$ cat config.mk
export PLATFORM = sky130hd
export DESIGN_NAME = keypad_code_lock_controller_core_flat
export DESIGN_NICKNAME = d
export VERILOG_FILES = /design/src/rtl/core/klc_pkg.sv /design/src/rtl/core/klc_if.sv /design/src/rtl/core/klc_lock_core.sv /design/src/rtl/core/klc_motor_seq.sv /design/src/rtl/core/klc_result_queue.sv /design/src/rtl/core/keypad_code_lock_controller_core.sv /design/src/flat_wrapper.sv
export SDC_FILE = /design/constraint.sdc
export NUM_CORES = 1
export LEC_CHECK = 0
export ABC_AREA = 1
export BUFFER_PORTS_ARGS = -buffer_cell sky130_fd_sc_hd__buf_2
export CAP_MARGIN = 40
export CORE_MARGIN = 10
export CORE_UTILIZATION = 50
export CTS_CLUSTER_DIAMETER = 120
export CTS_CLUSTER_SIZE = 10
export DETAILED_ROUTE_END_ITERATION = 8
export PLACE_DENSITY = 0.74
export SETUP_SLACK_MARGIN = 0.05
export SLEW_MARGIN = 10
export SYNTH_ARGS = -nofsm -noshare
export SYNTH_HDL_FRONTEND = slang
export SYNTH_SLANG_ARGS = --single-unit
$ cat constraint.sdc
create_clock -name clk -period 2.8 [get_ports clk]
set_input_delay 0.28 -clock clk [delete_from_list [all_inputs] [get_ports clk]]
set_output_delay 0.28 -clock clk [all_outputs]
set_load 0.02 [all_outputs]
$ cat src/rtl/core/klc_pkg.sv
// klc_pkg: shared constants, phase encodings and inter-module structs
// for the keypad code lock controller. No dependencies.
package klc_pkg;

	// received characters with a meaning
	localparam logic [7:0] KEY_CONFIRM = 8'h3D; // '='
	localparam logic [7:0] KEY_OPEN    = 8'h2B; // '+'
	localparam logic [7:0] KEY_CHANGE  = 8'h2D; // '-'
	localparam logic [7:0] KEY_RESTART = 8'h0D;

	// bytes sent back to the partner
	localparam logic [7:0] SEND_TAKEN  = 8'd0;
	localparam logic [7:0] SEND_ACK    = 8'd1;
	localparam logic [7:0] SEND_DENIED = 8'd6;

	// motor drive levels
	localparam logic [1:0] DRIVE_STOP = 2'd0;
	localparam logic [1:0] DRIVE_CW   = 2'd1;
	localparam logic [1:0] DRIVE_ACW  = 2'd2;

	localparam int QUEUE_DEPTH = 4;

	typedef enum logic [2:0] {
		PH_NEW_CODE = 3'd1,
		PH_REPEAT   = 3'd2,
		PH_MENU     = 3'd3,
		PH_OPEN     = 3'd4,
		PH_CHANGE   = 3'd5
	} lock_phase_t;

	typedef enum logic [1:0] {
		MP_IDLE  = 2'd0,
		MP_OPEN  = 2'd1,
		MP_PAUSE = 2'd2,
		MP_CLOSE = 2'd3
	} motor_phase_t;

	typedef struct packed {
		logic       send0;
		logic [7:0] first_byte;
		logic       send1;
		logic [7:0] second_byte;
		logic       alarm;
		logic       motor_start;
	} lock_res_t;

	typedef struct packed {
		logic       send;
		logic [1:0] drive;
	} motor_res_t;

	typedef struct packed {
		logic       send_valid;
		logic [7:0] send_byte;
		logic [1:0] motor_drive;
		logic       alarm;
		logic       last;
	} result_t;

endpackage

$ cat src/rtl/core/klc_if.sv
// klc_if: valid/ready channels of the keypad code lock controller.
// Standalone, no package dependency.
interface klc_item_if;
	logic       valid;
	logic       ready;
	logic       op;
	logic [7:0] key;

	modport source (output valid, output op, output key, input ready);
	modport sink (input valid, input op, input key, output ready);
endinterface

interface klc_result_if;
	logic       valid;
	logic       ready;
	logic       send_valid;
	logic [7:0] send_byte;
	logic [1:0] motor_drive;
	logic       alarm;
	logic       last;

	modport source (output valid, output send_valid, output send_byte,
		output motor_drive, output alarm, output last, input ready);
	modport sink (input valid, input send_valid, input send_byte,
		input motor_drive, input alarm, input last, output ready);
endinterface

$ cat src/rtl/core/klc_lock_core.sv
// klc_lock_core: lock phase FSM, code store and entry buffer.
// Depends on klc_pkg.
module klc_lock_core import klc_pkg::*; #(
	parameter int CODE_LENGTH = 5
) (
	input  logic        clk,
	input  logic        arst_n,
	input  logic        key_en,
	input  logic [7:0]  key,
	output lock_phase_t phase,
	output lock_res_t   res
);

	localparam int DEPTH = 2 * CODE_LENGTH;
	localparam int PW    = $clog2(DEPTH);
	localparam int CW    = $clog2(CODE_LENGTH + 1);

	lock_phase_t   phase_q, phase_d, eff_phase;
	logic [7:0]    code_q  [DEPTH];
	logic [7:0]    entry_q [CODE_LENGTH];
	logic [PW-1:0] ptr_q, ptr_inc;
	logic [CW-1:0] cnt_q;
	logic          store_we, clr_ptr, entry_we, clr_cnt, start;
	logic          repeat_ok, entry_ok;

	assign eff_phase = (key == KEY_RESTART) ? PH_NEW_CODE : phase_q;
	assign ptr_inc   = (ptr_q == PW'(DEPTH - 1)) ? '0 : ptr_q + 1'b1;
	assign phase     = phase_q;

	always_comb begin
		repeat_ok = 1'b1;
		entry_ok  = 1'b1;
		for (int i = 0; i < CODE_LENGTH; i++) begin
			if (code_q[i] != code_q[i + CODE_LENGTH]) repeat_ok = 1'b0;
			if (entry_q[i] != code_q[i]) entry_ok = 1'b0;
		end
	end

	// next state
	always_comb begin
		phase_d  = phase_q;
		store_we = 1'b0;
		clr_ptr  = 1'b0;
		entry_we = 1'b0;
		clr_cnt  = 1'b0;
		start    = 1'b0;
		if (key_en) begin
			phase_d = eff_phase;
			case (eff_phase)
				PH_NEW_CODE: begin
					if (key == KEY_CONFIRM) begin
						clr_cnt = 1'b1;
						phase_d = PH_REPEAT;
					end else begin
						store_we = 1'b1;
					end
				end
				PH_REPEAT: begin
					if (key == KEY_CONFIRM) begin
						if (repeat_ok) begin
							phase_d = PH_MENU;
						end else begin
							phase_d = PH_NEW_CODE;
							clr_ptr = 1'b1;
						end
					end else begin
						store_we = 1'b1;
					end
				end
				PH_MENU: begin
					if (key == KEY_CHANGE) phase_d = PH_CHANGE;
					else if (key == KEY_OPEN) phase_d = PH_OPEN;
				end
				PH_OPEN, PH_CHANGE: begin
					if (key == KEY_CONFIRM) begin
						clr_cnt = 1'b1;
						if (!entry_ok) begin
							phase_d = PH_MENU;
						end else if (eff_phase == PH_OPEN) begin
							phase_d = PH_MENU;
							start   = 1'b1;
						end else begin
							phase_d = PH_NEW_CODE;
						end
					end else begin
						entry_we = 1'b1;
					end
				end
				default: ;
			endcase
		end
	end

	// outputs
	always_comb begin
		res             = '0;
		res.motor_start = start;
		if (key_en) begin
			case (eff_phase)
				PH_NEW_CODE, PH_REPEAT: begin
					res.send0 = 1'b1;
					if (key == KEY_CONFIRM) begin
						res.first_byte  = SEND_ACK;
						res.send1       = 1'b1;
						res.second_byte = {5'd0, phase_d};
						res.alarm       = (eff_phase == PH_REPEAT) && !repeat_ok;
					end else begin
						res.first_byte = SEND_TAKEN;
					end
				end
				PH_MENU: begin
					if (key == KEY_CHANGE || key == KEY_OPEN) begin
						res.send0       = 1'b1;
						res.first_byte  = SEND_ACK;
						res.send1       = 1'b1;
						res.second_byte = {5'd0, phase_d};
					end
				end
				PH_OPEN, PH_CHANGE: begin
					res.send0 = 1'b1;
					if (key == KEY_CONFIRM) begin
						res.first_byte  = SEND_ACK;
						res.send1       = 1'b1;
						res.alarm       = !entry_ok;
						res.second_byte = (!entry_ok && eff_phase == PH_OPEN) ?
							SEND_DENIED : {5'd0, phase_d};
					end else begin
						res.first_byte = SEND_TAKEN;
					end
				end
				default: ;
			endcase
		end
	end

	always_ff @(posedge clk or negedge arst_n) begin
		if (!arst_n) begin
			phase_q <= PH_NEW_CODE;
			ptr_q   <= '0;
			cnt_q   <= '0;
			for (int i = 0; i < DEPTH; i++) code_q[i] <= '0;
			for (int i = 0; i < CODE_LENGTH; i++) entry_q[i] <= '0;
		end else begin
			phase_q <= phase_d;
			if (clr_ptr) ptr_q <= '0;
			else if (store_we) ptr_q <= ptr_inc;
			for (int i = 0; i < DEPTH; i++) begin
				if (store_we && ptr_q == PW'(i)) code_q[i] <= key;
			end
			if (clr_cnt) begin
				cnt_q <= '0;
			end else if (entry_we && cnt_q < CW'(CODE_LENGTH)) begin
				cnt_q <= cnt_q + 1'b1;
				for (int i = 0; i < CODE_LENGTH; i++) begin
					if (cnt_q == CW'(i)) entry_q[i] <= key;
				end
			end
		end
	end

endmodule

$ cat src/rtl/core/klc_motor_seq.sv
// klc_motor_seq: open / pause / close motor sequencer driven by ticks.
// Depends on klc_pkg.
module klc_motor_seq import klc_pkg::*; #(
	parameter int MOVE_TICKS  = 450,
	parameter int PAUSE_TICKS = 90
) (
	input  logic       clk,
	input  logic       arst_n,
	input  logic       tick,
	input  logic       start,
	output motor_res_t res
);

	localparam int TW = $clog2(MOVE_TICKS + 1);
	localparam int PW = (PAUSE_TICKS > 0) ? $clog2(PAUSE_TICKS + 1) : 1;
	localparam logic NO_PAUSE = (PAUSE_TICKS == 0);

	motor_phase_t  mp_q, mp_d;
	logic [TW-1:0] tick_q, tick_d, tick_inc;
	logic [PW-1:0] pause_q, pause_d, pause_inc;
	logic          move_done, pause_done;

	assign tick_inc   = tick_q + 1'b1;
	assign pause_inc  = pause_q + 1'b1;
	assign move_done  = tick_inc >= TW'(MOVE_TICKS);
	assign pause_done = pause_inc >= PW'(PAUSE_TICKS);

	// next state
	always_comb begin
		mp_d    = mp_q;
		tick_d  = tick_q;
		pause_d = pause_q;
		if (start) begin
			mp_d    = MP_OPEN;
			tick_d  = '0;
			pause_d = '0;
		end else if (tick) begin
			case (mp_q)
				MP_OPEN, MP_CLOSE: begin
					tick_d = move_done ? '0 : tick_inc;
					if (move_done) begin
						if (mp_q == MP_OPEN) begin
							pause_d = '0;
							mp_d    = NO_PAUSE ? MP_CLOSE : MP_PAUSE;
						end else begin
							mp_d = MP_IDLE;
						end
					end
				end
				MP_PAUSE: begin
					pause_d = pause_done ? '0 : pause_inc;
					if (pause_done) begin
						tick_d = '0;
						mp_d   = MP_CLOSE;
					end
				end
				default: ;
			endcase
		end
	end

	// outputs
	always_comb begin
		res.send = tick && !start &&
			(((mp_q == MP_CLOSE || (mp_q == MP_OPEN && NO_PAUSE)) && move_done) ||
			 (mp_q == MP_PAUSE && pause_done));
		case (mp_d)
			MP_OPEN:  res.drive = DRIVE_ACW;
			MP_CLOSE: res.drive = DRIVE_CW;
			default:  res.drive = DRIVE_STOP;
		endcase
	end

	always_ff @(posedge clk or negedge arst_n) begin
		if (!arst_n) begin
			mp_q    <= MP_IDLE;
			tick_q  <= '0;
			pause_q <= '0;
		end else begin
			mp_q    <= mp_d;
			tick_q  <= tick_d;
			pause_q <= pause_d;
		end
	end

endmodule

$ cat src/rtl/core/klc_result_queue.sv
// klc_result_queue: four-entry result queue, two writes and one read a cycle.
// Depends on klc_pkg and klc_if.
module klc_result_queue import klc_pkg::*; (
	input  logic            clk,
	input  logic            arst_n,
	input  logic            push0,
	input  logic            push1,
	input  result_t         d0,
	input  result_t         d1,
	output logic            room,
	klc_result_if.source    result
);

	localparam int AW = $clog2(QUEUE_DEPTH);
	localparam int NW = $clog2(QUEUE_DEPTH + 1);

	result_t       mem_q [QUEUE_DEPTH];
	logic [AW-1:0] wp_q, rp_q;
	logic [NW-1:0] count_q;
	logic          pop;
	result_t       head;

	assign room   = count_q <= NW'(QUEUE_DEPTH - 2);
	assign pop    = result.valid && result.ready;
	assign head   = mem_q[rp_q];

	assign result.valid       = count_q != '0;
	assign result.send_valid  = head.send_valid;
	assign result.send_byte   = head.send_byte;
	assign result.motor_drive = head.motor_drive;
	assign result.alarm       = head.alarm;
	assign result.last        = head.last;

	always_ff @(posedge clk) begin
		if (push0) mem_q[wp_q] <= d0;
		if (push1) mem_q[wp_q + 1'b1] <= d1;
	end

	always_ff @(posedge clk or negedge arst_n) begin
		if (!arst_n) begin
			wp_q    <= '0;
			rp_q    <= '0;
			count_q <= '0;
		end else begin
			wp_q    <= wp_q + AW'(push0) + AW'(push1);
			if (pop) rp_q <= rp_q + 1'b1;
			count_q <= count_q + NW'(push0) + NW'(push1) - NW'(pop);
		end
	end

	a_count_bound: assert property (@(posedge clk) disable iff (!arst_n)
		count_q <= NW'(QUEUE_DEPTH))
		else $error("result queue count past depth");

	a_push_order: assert property (@(posedge clk) disable iff (!arst_n)
		push1 |-> push0)
		else $error("second result pushed without first");

	a_push_room: assert property (@(posedge clk) disable iff (!arst_n)
		push0 |-> room)
		else $error("result pushed with no room for two");

endmodule

$ cat src/rtl/core/keypad_code_lock_controller_core.sv
// keypad_code_lock_controller_core: top level of the keypad code lock.
// Depends on klc_pkg, klc_if, klc_lock_core, klc_motor_seq, klc_result_queue.
//
// Each request on item is a received key byte (op 0) or one timer tick
// (op 1). It lands in an input register; once the queue has room for two,
// the lock phase logic and the motor sequencer update their state in one
// pass and push one or two results into a four-entry result queue. A key
// is answered with 0 (key taken), with an acknowledge 1 followed by the new
// phase (or 6, denied, on a wrong code to open), or with send_valid low;
// alarm rides on the first result of a mismatch; motor_drive is the level
// after the item; last marks the final result of the item. Items with one
// result flow at one item per cycle while the result channel is ready;
// items with two are limited by the queue draining one result per cycle.
// The input side keeps taking items while results wait on a stalled result
// channel, until the queue lacks room for two more. The motor opens for
// MOVE_TICKS ticks, pauses PAUSE_TICKS ticks and closes for MOVE_TICKS
// ticks; the phase number is sent at the end of the pause and of closing.
module keypad_code_lock_controller_core import klc_pkg::*; #(
	parameter int CODE_LENGTH = 5,
	parameter int MOVE_TICKS  = 450,
	parameter int PAUSE_TICKS = 90
) (
	input  logic         clk,
	input  logic         arst_n,
	klc_item_if.sink     item,
	klc_result_if.source result
);

	// input register
	logic       v_s1;
	logic       op_s1;
	logic [7:0] key_s1;

	logic        room, fire;
	lock_phase_t phase;
	lock_res_t   lres;
	motor_res_t  mres;
	result_t     r0, r1;
	logic        push1;

	assign fire       = v_s1 && room;
	assign item.ready = !v_s1 || fire;

	always_ff @(posedge clk or negedge arst_n) begin
		if (!arst_n) begin
			v_s1 <= 1'b0;
		end else if (item.ready) begin
			v_s1 <= item.valid;
		end
	end

	always_ff @(posedge clk) begin
		if (item.ready && item.valid) begin
			op_s1  <= item.op;
			key_s1 <= item.key;
		end
	end

	klc_lock_core #(
		.CODE_LENGTH (CODE_LENGTH)
	) u_lock (
		.clk    (clk),
		.arst_n (arst_n),
		.key_en (fire && !op_s1),
		.key    (key_s1),
		.phase  (phase),
		.res    (lres)
	);

	klc_motor_seq #(
		.MOVE_TICKS  (MOVE_TICKS),
		.PAUSE_TICKS (PAUSE_TICKS)
	) u_motor (
		.clk    (clk),
		.arst_n (arst_n),
		.tick   (fire && op_s1),
		.start  (lres.motor_start),
		.res    (mres)
	);

	// assemble the results of this item; a key item with nothing to say and
	// an uneventful tick both give a single result with send_valid low
	always_comb begin
		r0.motor_drive = mres.drive;
		r1.motor_drive = mres.drive;
		r1.send_valid  = 1'b1;
		r1.send_byte   = lres.second_byte;
		r1.alarm       = 1'b0;
		r1.last        = 1'b1;
		if (op_s1) begin
			r0.send_valid = mres.send;
			r0.send_byte  = mres.send ? {5'd0, phase} : SEND_TAKEN;
			r0.alarm      = 1'b0;
			r0.last       = 1'b1;
			push1         = 1'b0;
		end else begin
			r0.send_valid = lres.send0;
			r0.send_byte  = lres.send0 ? lres.first_byte : SEND_TAKEN;
			r0.alarm      = lres.alarm;
			r0.last       = !lres.send1;
			push1         = lres.send1;
		end
	end

	klc_result_queue u_queue (
		.clk    (clk),
		.arst_n (arst_n),
		.push0  (fire),
		.push1  (fire && push1),
		.d0     (r0),
		.d1     (r1),
		.room   (room),
		.result (result)
	);

endmodule
$ cat src/flat_wrapper.sv
// flat-port wrapper written by rule: the top's interface ports become plain ports
module keypad_code_lock_controller_core_flat import klc_pkg::*;
#(
	parameter int CODE_LENGTH = 5,
	parameter int MOVE_TICKS  = 450,
	parameter int PAUSE_TICKS = 90
)
  (clk, arst_n, item_valid, item_op, item_key, item_ready, result_valid, result_send_valid, result_send_byte, result_motor_drive, result_alarm, result_last, result_ready);
  klc_item_if item_i ();
  klc_result_if result_i ();
  input  logic clk;
  input  logic arst_n;
  input wire logic [$bits(item_i.valid)-1:0] item_valid;
  input wire logic [$bits(item_i.op)-1:0] item_op;
  input wire logic [$bits(item_i.key)-1:0] item_key;
  output wire logic [$bits(item_i.ready)-1:0] item_ready;
  output wire logic [$bits(result_i.valid)-1:0] result_valid;
  output wire logic [$bits(result_i.send_valid)-1:0] result_send_valid;
  output wire logic [$bits(result_i.send_byte)-1:0] result_send_byte;
  output wire logic [$bits(result_i.motor_drive)-1:0] result_motor_drive;
  output wire logic [$bits(result_i.alarm)-1:0] result_alarm;
  output wire logic [$bits(result_i.last)-1:0] result_last;
  input wire logic [$bits(result_i.ready)-1:0] result_ready;
  assign item_i.valid = item_valid;
  assign item_i.op = item_op;
  assign item_i.key = item_key;
  assign item_ready = item_i.ready;
  assign result_valid = result_i.valid;
  assign result_send_valid = result_i.send_valid;
  assign result_send_byte = result_i.send_byte;
  assign result_motor_drive = result_i.motor_drive;
  assign result_alarm = result_i.alarm;
  assign result_last = result_i.last;
  assign result_i.ready = result_ready;
  keypad_code_lock_controller_core #(.CODE_LENGTH(CODE_LENGTH), .MOVE_TICKS(MOVE_TICKS), .PAUSE_TICKS(PAUSE_TICKS)) u_core (.clk(clk), .arst_n(arst_n), .item(item_i), .result(result_i));
endmodule
==> flow_summary.ini <==
[outcome]
run_status = complete, no violations

[min_path]
hp-class = input pin to flop

[timing]
worstMarginPinSlew_ns = 0.7185
max_freq_mhz = 397.5
hold_viol_final = 0
finalMaxSlewViolations = 0
maxSlewHeadroom_pct = 52.05
fin_skew_ns = 0.01008
rsz0062_at_grt = false
period_needed_ns = 2.516
fin_crit_sh_pct = 89.84
setup_slack_ns = 0.2844
fin_setup_tns_ns = 0
finalSetupViolations = 0

[yosys]
synth_top_area_share_pct = 39.38
ys_seq_elements = 197
syn_area_um2 = 9849
yosys_warnings = 0
async_flop_share_pct = 79.19
avgSynthCellArea_um2 = 8.249
synth_edf_count = 29
yosysTopAreaCell = dfrtp_1
synth_flop_cell = dfrtp_1
seq_area_frac_synth_pct = 50.93
ys_types = 41
netlist_top_cells_area = dfrtp_1, nand2_1, edfxtp_1
netlist_instances = 1194

[critical_path]
crit_start = u_core.u_queue.count_q[1]
r2r_slack_ns = 0.28
ff2ff_path_depth = 11
cp.required_ns = 3.10
endpoint_kind = flop
crit_path_max_fanout = 16
crit_path_start_kind = flop
reg2reg_to = u_core.u_lock.code_q[41]
endpoint = u_core.u_lock.code_q[41]
criticalPathCategory = flop to flop
rr_startpoint = u_core.u_queue.count_q[1]
critPathArrivalTime_ns = 2.81

[floorplanning]
die_x_um = 160.4
start_util_pct = 50.77
io_pins = 28
die_y_um = 160.4
dieArea_um2 = 25710
coreArea_um2 = 19400
num_rows = 51

[final_layout]
syn2layout_area_growth_pct = 10.87
n_antenna_cell = 0
nNetsFinal = 1256
final_cell_mix = nand2_1, dfrtp_1, inv_1
layout.cells.most_common = nand2_1
drive_gt1_share_pct = 10.39

[clocking]
cts.sinks = 197
cts_tree = done
clock_latency_ns = 0.44
clockBufferDepth = 2
ctsHtreeMaxLevel = 4
clk_pin_slew_worst_paths_ns = 0.07
cts_buffers = 17
clockRootBuffer = clkbuf_16

[global_route]
grt_pass1_wl_mm = 36.78
track_usage_pct = 17.59
grt_max_degree = 61
grt_pass1_vias = 7248
antenna_found_initial = 0
grt_overflow = 0

[routing]
postRouteWirelength_mm = 22.29
drc_errors = 0
ant_nets = 0
vias = 7731
drt_iter0_drc = 799
dr.pass1.iters = 5
wire_per_inst_um = 14.79
viasPerCell = 5.130

[placement]
hpwl_mm = 15.88
io_buffers = 22
dp_slack_ns = 0.1901
globalplace.congestion = 0.9277

[power]
total_power_uw = 9603
p_leak_uw = 0.005109
ir_worst_vdd_v = 0.0005447
power.density_nw_per_um2 = 879.3

[flow_run]
maxCapViolCount = 0
## flip-flops by register name, indices dropped and copies added (netlist names)
register / flops
u_core.key_s1: 8
u_core.op_s1: 1
u_core.u_lock.cnt_q: 3
u_core.u_lock.code_q: 80
u_core.u_lock.entry_q: 40
u_core.u_lock.phase: 3
u_core.u_lock.ptr_q: 4
u_core.u_motor.mp_q: 2
u_core.u_motor.pause_q: 7
u_core.u_motor.tick_q: 9
u_core.u_queue.count_q: 3
u_core.u_queue.mem_q: 32
u_core.u_queue.rp_q: 2
u_core.u_queue.wp_q: 2
u_core.v_s1: 1
## how the worst min path moves through the flow
stage                 from                        end  slack (ns)  cells past startpoint
3_5_place_dp        arst_n  u_core.u_lock.entry_q[37]        0.29                      1
5_1_grt        item_key[3]           u_core.key_s1[3]       0.001                      1
6_report       item_key[7]           u_core.key_s1[7]        0.02                      1
3_3_place_gp        arst_n  u_core.u_lock.entry_q[37]        0.29                      1
4_1_cts        item_key[4]           u_core.key_s1[4]       0.002                      1
2_1_floorplan       arst_n     u_core.u_lock.cnt_q[0]       -0.02                      0
## layout make-up
type,instances,area [um2]
Clock inverter,14,118.9
Inverter,143,536.8
Tap cell,265,331.6
Timing Repair Buffer,45,311.5
Multi-Input combinational cell,825,4177
Sequential cell,197,5016
Fill cell,1766,8478
Clock buffer,18,429.2
## stage by stage
| stage | cells | hold WS [ns] | cell area (um2) | util (%) |
|---|---|---|---|---|
| 4_1_cts | 1501 | 0.002223 | 10840 | 55.87 |
| 3_5_place_dp | 1468 | 0.2880 | 10280 | 52.99 |
| 5_1_grt | 1507 | 0.001204 | 10920 | 56.30 |
| 2_1_floorplan | 1198 | -0.01559 | 9864 | - |
| 3_3_place_gp | 1468 | 0.2867 | 10280 | 52.99 |
| 6_report | 1507 | 0.01581 | 10920 | 56.30 |
## cells in the mapped netlist (all sizes together), types with 11 or more instances
| master | count |
|---|---|
| buf | 19 |
| o21ai | 159 |
| inv | 143 |
| edfxtp | 29 |
| dfrtp | 155 |
| nand2 | 377 |
| xor2 | 13 |
| o22ai | 11 |
| xnor2 | 53 |
| nor2 | 86 |
| nand3 | 55 |
| nand4 | 16 |
| dfxtp | 12 |
| clkbuf | 14 |
| ha | 11 |
## critical path, stage by stage (launching register included)
cell and delay (ns):
dfrtp_1 0.39, inv_1 0.12, ha_1 0.17, a31oi_1 0.05
nor2_1 0.24, nand2_2 0.21, inv_2 0.20, nand3_4 0.15
nor3_4 0.21, nand2_1 0.36, nand2_1 0.17, o21ai_1 0.09
## repair_timing
item                                    in CTS  in global routing
resized for setup                            0                 11
setup buffers                                0                  3
endpoints found under the hold margin       57                  3
endpoints found under the setup margin       0                 84
hold buffers                                 1                  3
## layer usage
layer  share of wire (%)  track usage [%]  up-vias
met3                 5.8            3.323       35
met2                  46            27.86      231
met4                 2.2            5.551        0
li1                    -                -     3876
met5                   0                0        -
met1                  46            23.93     3589
## where the power goes
group          internal, uW  total (uW)  switching (uW)  leakage (uW)
clock                  1160        2300            1140      0.000258
combinational          1170        3240            2070       0.00236
sequential             3530        4060             527       0.00249
## cells by family after synthesis
| kind of cell | count (synthesis) | share of synthesized area [%] |
|---|---|---|
| AND/OR/NAND/NOR | 550 | 23.82 |
| other | 1 | 0.03807 |
| flip-flops | 197 | 50.93 |
| adder cells (fa/ha/maj) | 14 | 2.007 |
| AO/OA/AOI/OAI | 190 | 10.21 |
| XOR/XNOR | 66 | 5.869 |
| buffers and inverters | 176 | 7.127 |
Power figures use the tool's default switching activity.
